===== config.mk =====
export PLATFORM = sky130hd
export DESIGN_NAME = afd_lane
export DESIGN_NICKNAME = d
export VERILOG_FILES = /design/src/afd_pkg.sv /design/src/afd_lane.sv
export SDC_FILE = /design/constraint.sdc
export NUM_CORES = 2
export LEC_CHECK = 0
export ABC_CLOCK_PERIOD_IN_PS = 19400
export BUFFER_PORTS_ARGS = -buffer_cell sky130_fd_sc_hd__buf_2
export CAP_MARGIN = 20
export CORE_ASPECT_RATIO = 0.9
export CORE_MARGIN = 2
export CORE_UTILIZATION = 65
export DETAILED_ROUTE_END_ITERATION = 16
export PLACE_DENSITY = 0.81
export SKIP_CTS_REPAIR_TIMING = 1
export SLEW_MARGIN = 20
export SYNTH_ARGS = -nofsm -noshare
export SYNTH_HDL_FRONTEND = slang
export SYNTH_SLANG_ARGS = --single-unit

===== constraint.sdc =====
create_clock -name clk_i -period 19.4 [get_ports clk_i]
set_clock_uncertainty 0.15 [all_clocks]
set_input_delay 1.94 -clock clk_i [delete_from_list [all_inputs] [get_ports clk_i]]
set_output_delay 1.94 -clock clk_i [all_outputs]
set_load 0.02 [all_outputs]

===== src/afd_pkg.sv =====
// Types and constants of the fall detector.
// No dependencies; every other file but the assertion header imports this package.
`default_nettype none

package afd_pkg;

  // Field widths.
  localparam int unsigned AccelW = 16;
  localparam int unsigned TimeW  = 32;
  localparam int unsigned LevelW = 17;
  localparam int unsigned MsW    = 16;
  localparam int unsigned CfgIdxW = 3;
  // Squared level: 17 bits squared.
  localparam int unsigned LevelSqW = 2 * LevelW;
  // Squared component fits 31 bits unsigned, a sum of three fits 32.
  localparam int unsigned SqW  = 31;
  localparam int unsigned NormW = 32;
  // Signed dot product term and its sum over three axes.
  localparam int unsigned PrW  = 32;
  localparam int unsigned DotW = 33;
  localparam int unsigned WideW = 64;

  typedef logic signed [AccelW-1:0] accel_t;
  typedef logic [TimeW-1:0]         time_t;
  typedef logic [LevelW-1:0]        level_t;
  typedef logic [MsW-1:0]           ms_t;
  typedef logic [LevelSqW-1:0]      level_sq_t;

  // Reset values of the configuration registers.
  localparam level_t FreefallLevelRst = 17'd4915;
  localparam level_t ImpactLevelRst   = 17'd49152;
  localparam level_t ViolentLevelRst  = 17'd73728;
  localparam level_t StableLowRst     = 17'd13926;
  localparam level_t StableHighRst    = 17'd18842;
  localparam ms_t    FfWindowRst      = 16'd500;
  localparam ms_t    OrientDelayRst   = 16'd200;
  // Reference orientation after reset: one g along Z.
  localparam accel_t StableZRst       = 16'sd16384;

  // Configuration register indexes.
  typedef enum logic [CfgIdxW-1:0] {
    CFG_FREEFALL_LEVEL  = 3'd0,
    CFG_IMPACT_LEVEL    = 3'd1,
    CFG_VIOLENT_LEVEL   = 3'd2,
    CFG_STABLE_LOW      = 3'd3,
    CFG_STABLE_HIGH     = 3'd4,
    CFG_FF_WINDOW_MS    = 3'd5,
    CFG_ORIENT_DELAY_MS = 3'd6
  } cfg_idx_e;

  // Event codes reported with each result item.
  typedef enum logic [2:0] {
    EV_NONE     = 3'd0,
    EV_FREEFALL = 3'd1,
    EV_IMPACT   = 3'd2,
    EV_TIMEOUT  = 3'd3,
    EV_FALL     = 3'd4,
    EV_SMALL    = 3'd5,
    EV_VIOLENT  = 3'd6
  } event_e;

  // Detector state, one-hot.
  typedef enum logic [2:0] {
    MODE_IDLE      = 3'b001,
    MODE_MAYBE_FF  = 3'b010,
    MODE_MAYBE_IMP = 3'b100
  } mode_e;

  // Mode codes as reported on the result channel.
  localparam logic [1:0] MODE_CODE_IDLE = 2'd0;
  localparam logic [1:0] MODE_CODE_FF   = 2'd1;
  localparam logic [1:0] MODE_CODE_IMP  = 2'd2;

  // Per-axis lane products.
  typedef struct packed {
    logic [SqW-1:0]        sq;  // current component squared
    logic [SqW-1:0]        rr;  // reference component squared
    logic signed [PrW-1:0] pr;  // current times reference
  } lane_t;

  // Merged lane sums.
  typedef struct packed {
    logic [NormW-1:0]       m2;  // squared norm of the sample
    logic [NormW-1:0]       n1;  // squared norm of the reference
    logic signed [DotW-1:0] d;   // dot product
  } sum_t;

  // Angle test operands.
  typedef struct packed {
    logic [WideW-1:0] dd;     // dot product squared
    logic [WideW-1:0] p;      // product of the squared norms
    logic             d_neg;  // dot product below zero
    logic             zero;   // one of the norms is zero
  } prod_t;

  // Squared levels derived from the configuration.
  typedef struct packed {
    level_sq_t ff;
    level_sq_t imp;
    level_sq_t vio;
    level_sq_t lo;
    level_sq_t hi;
  } lvl_sq_t;

  // Reported code of a mode.
  function automatic logic [1:0] mode_code(mode_e m);
    logic [1:0] c;
    unique case (m)
      MODE_IDLE:      c = MODE_CODE_IDLE;
      MODE_MAYBE_FF:  c = MODE_CODE_FF;
      MODE_MAYBE_IMP: c = MODE_CODE_IMP;
      default:        c = MODE_CODE_IDLE;
    endcase
    return c;
  endfunction

endpackage

`default_nettype wire


===== src/afd_lane.sv =====
// One axis lane: squares of the sample and reference components and their product.
// Depends on afd_pkg.
`default_nettype none

module afd_lane
  import afd_pkg::*;
(
  input  logic   clk_i,
  input  accel_t cur_i,
  input  accel_t ref_i,
  output lane_t  lane_o
);

  logic signed [PrW-1:0] sq_full;
  logic signed [PrW-1:0] rr_full;
  logic signed [PrW-1:0] pr_full;
  lane_t                 lane_d;
  lane_t                 lane_q;

  // Three 16 by 16 signed products; squares are never negative.
  always_comb begin
    sq_full     = PrW'(cur_i) * PrW'(cur_i);
    rr_full     = PrW'(ref_i) * PrW'(ref_i);
    pr_full     = PrW'(cur_i) * PrW'(ref_i);
    lane_d.sq   = sq_full[SqW-1:0];
    lane_d.rr   = rr_full[SqW-1:0];
    lane_d.pr   = pr_full;
  end

  always_ff @(posedge clk_i) begin
    lane_q <= lane_d;
  end

  assign lane_o = lane_q;

endmodule

`default_nettype wire


==> flow_metrics.py <==
metrics = {
    "timing": {
        "worst_slack_ns": 10.21,
        "rsz0062_at_grt": "false",
        "relSlewSlack": 0.3950,
        "fin_crit_ns": 9.190,
        "post-route-period-util": 0.4737,
        "maxSlewViolCount": 0,
        "setup_violations": 0,
        "worst_pin_slew_ns": 0.9019,
        "setup_tns_ns": 0,
        "hold_violations": 0,
        "clock.fmax_ghz": 0.1088,
    },
    "worst_setup_path": {
        "crit_path_cell_trace": "buf_2 -> clkinv_1 -> nor2_1 -> fa_1 -> inv_1 -> fa_1 -> inv_1 -> fa_1 -> fa_1 -> fa_1 -> inv_1 -> fa_1 -> inv_1 -> ha_1 -> nand2_2 -> or4_4 -> or4_4 -> a31oi_4 -> o31ai_2 -> mux2i_1 -> a2111oi_0",
        "start_kind": "primary input",
        "endpoint_kind": "flop",
        "crit_top_cell": "fa_1",
        "arrival_ns": 9.32,
        "crit_slowest_cell": "fa_1",
        "slowest_delay_ns": 0.60,
        "critical-path-top-delay-family": "adder cells",
        "crit_fanout": 29,
        "required_ns": 19.53,
        "critPathKind": "primary input to flop",
        "cp_num_buf_inv": 6,
    },
    "placed_design": {
        "place_ws_ns": 9.859,
        "dpl.hpwl_um": 54940,
        "port_buffers": 124,
        "gp_congestion": 0.9184,
        "place_area_um2": 30380,
    },
    "logic_synthesis": {
        "synthTopCellsByCount": "936 x inv_1, 720 x fa_1, 304 x nand2_1",
        "synth-edff-count": 0,
        "synth_top_area_frac": 0.4906,
        "ys_seq_elements": 92,
        "ys_warn_count": 0,
        "synth_cells": 3200,
        "synth_most_common_cell": "inv_1",
        "synth.largest_area_cell": "fa_1",
        "yosys-top-cells-area": "fa_1 49%, inv_1 12%, ha_1 11%",
        "syn_area_per_cell_um2": 9.181,
        "syn_area_um2": 29380,
        "synth-main-ff-cell": "dfxtp_1",
        "yosys.cell_types.count": 68,
        "ys_seq_area_frac": 0.06269,
        "ys_async_sr_fraction": 0,
    },
    "floorplanning": {
        "dieArea_um2": 46920,
        "rows": 73,
        "core_um2": 44390,
        "die_h_um": 205.7,
        "num_io_pins": 127,
        "die_x_um": 228.1,
        "start_util": 0.6619,
    },
    "min_path": {
        "worstHoldEndpoint": "lane_o[63]",
        "holdPathStages": 1,
        "hp-class": "primary input to flop",
        "hp-start": "cur_i[0]",
    },
    "final_layout": {
        "postLayoutCoreUtil": 0.6905,
        "fin_area_um2": 30650,
        "largest_register_ffs": 92,
        "syn2layout_area_growth_pct": 4.318,
        "drive_above_1_share": 0.05094,
        "nets": 4243,
    },
    "status": {
        "run_status": "complete, no violations",
    },
    "detailed_routing": {
        "post_drt_wl_per_cell_um": 17.84,
        "postRouteWirelength_um": 68510,
        "drtAntennaViolNets": 0,
        "via_per_inst": 5.524,
        "drc_errors": 0,
        "dr.pass1.iters": 7,
        "vias": 21210,
        "drt_iter0_drc": 1500,
    },
    "grt": {
        "grt-ovfl-total": 0,
        "track_usage": 0.3194,
        "antenna_found_initial": 6,
        "grt_pass1_vias": 23920,
        "grt_pass1_wl_um": 117100,
        "grt_max_degree": 38,
    },
    "clock_tree": {
        "cts_buffers": 9,
        "cts_root_buf": "clkbuf_16",
        "h-tree-depth": 3,
        "clock_sinks": 92,
        "tritoncts": "yes",
        "cts.reportedPaths.clkPinSlew_ns": 0.07,
        "cts_buffer_depth": 2,
    },
    "run": {
        "cap_violations": 0,
    },
}
cells in the final DEF (no fill, tap or decap), types with 5 or more instances in the layout:
cell type / instances
inv_1: 936
fa_1: 720
nand2_1: 304
ha_1: 256
nor2_1: 165
and2_1: 141
buf_2: 124
dfxtp_1: 92
xnor2_1: 91
a21oi_1: 68
a21o_1: 30
o21ai_0: 28
xor2_1: 24
nand2b_1: 19
nand3_1: 19
nor3_1: 19
o21bai_1: 18
o21ai_1: 15
and3_1: 14
a211oi_1: 11
o211ai_1: 10
clkinv_1: 9
clkbuf_16: 9
nor2b_1: 8
a31oi_1: 6
or2_2: 6
o21a_1: 6
a31o_2: 5
nand4_1: 5
clkbuf_1: 5
buf_4: 5
stage by stage:
stage | std cells | hold slack [ns]
floorplan | 3201 | 1.818
global route | 3840 | 1.771
CTS | 3839 | 1.741
detailed placement | 3823 | 2.174
global placement | 3823 | 2.156
finish | 3840 | 1.763
worst max-delay path by stage:
| stage | startpoint | endpoint | slack, ns | cells after the start |
|---|---|---|---|---|
| 2_1_floorplan | ref_i[1] | lane_o[62] | 10.91 | 21 |
| 3_3_place_gp | ref_i[2] | lane_o[62] | 10.07 | 21 |
| 3_5_place_dp | ref_i[2] | lane_o[62] | 9.86 | 21 |
| 5_1_grt | ref_i[2] | lane_o[62] | 10.0 | 21 |
| 4_1_cts | ref_i[2] | lane_o[62] | 10.26 | 21 |
| 6_report | ref_i[2] | lane_o[62] | 10.21 | 21 |
per-layer routing:
metal	vias to the layer above	wire length, um	track usage
li1	9340	-	-
met1	10640	25490	0.3890
met2	995	33150	0.5416
met3	229	7003	0.08800
met4	10	2795	0.1328
met5	-	76	0
cell type report:
cell class,instances,area [um2]
diodes,1,2.502
clock buffers,15,257.7
clock inverters,1,7.507
fillers,3377,13740
inverters,947,3555
multi-input cells,2055,23580
flip-flops and latches,92,1842
well taps,600,750.7
repair buffers,129,658.1
logic make-up after synthesis:
| logic type | Yosys count | synth area share |
|---|---|---|
| simple gates | 724 | 0.1139 |
| mux | 4 | 0.001448 |
| buf+inv | 1054 | 0.1350 |
| compound gates | 234 | 0.05293 |
| fa+ha+maj | 976 | 0.5996 |
| flops | 92 | 0.06269 |
| xor+xnor | 115 | 0.03428 |
| other cells | 1 | 0.0001276 |
Power is not shown: default switching activity piles up to over one toggle a cycle in this logic, so the estimate is an artifact.
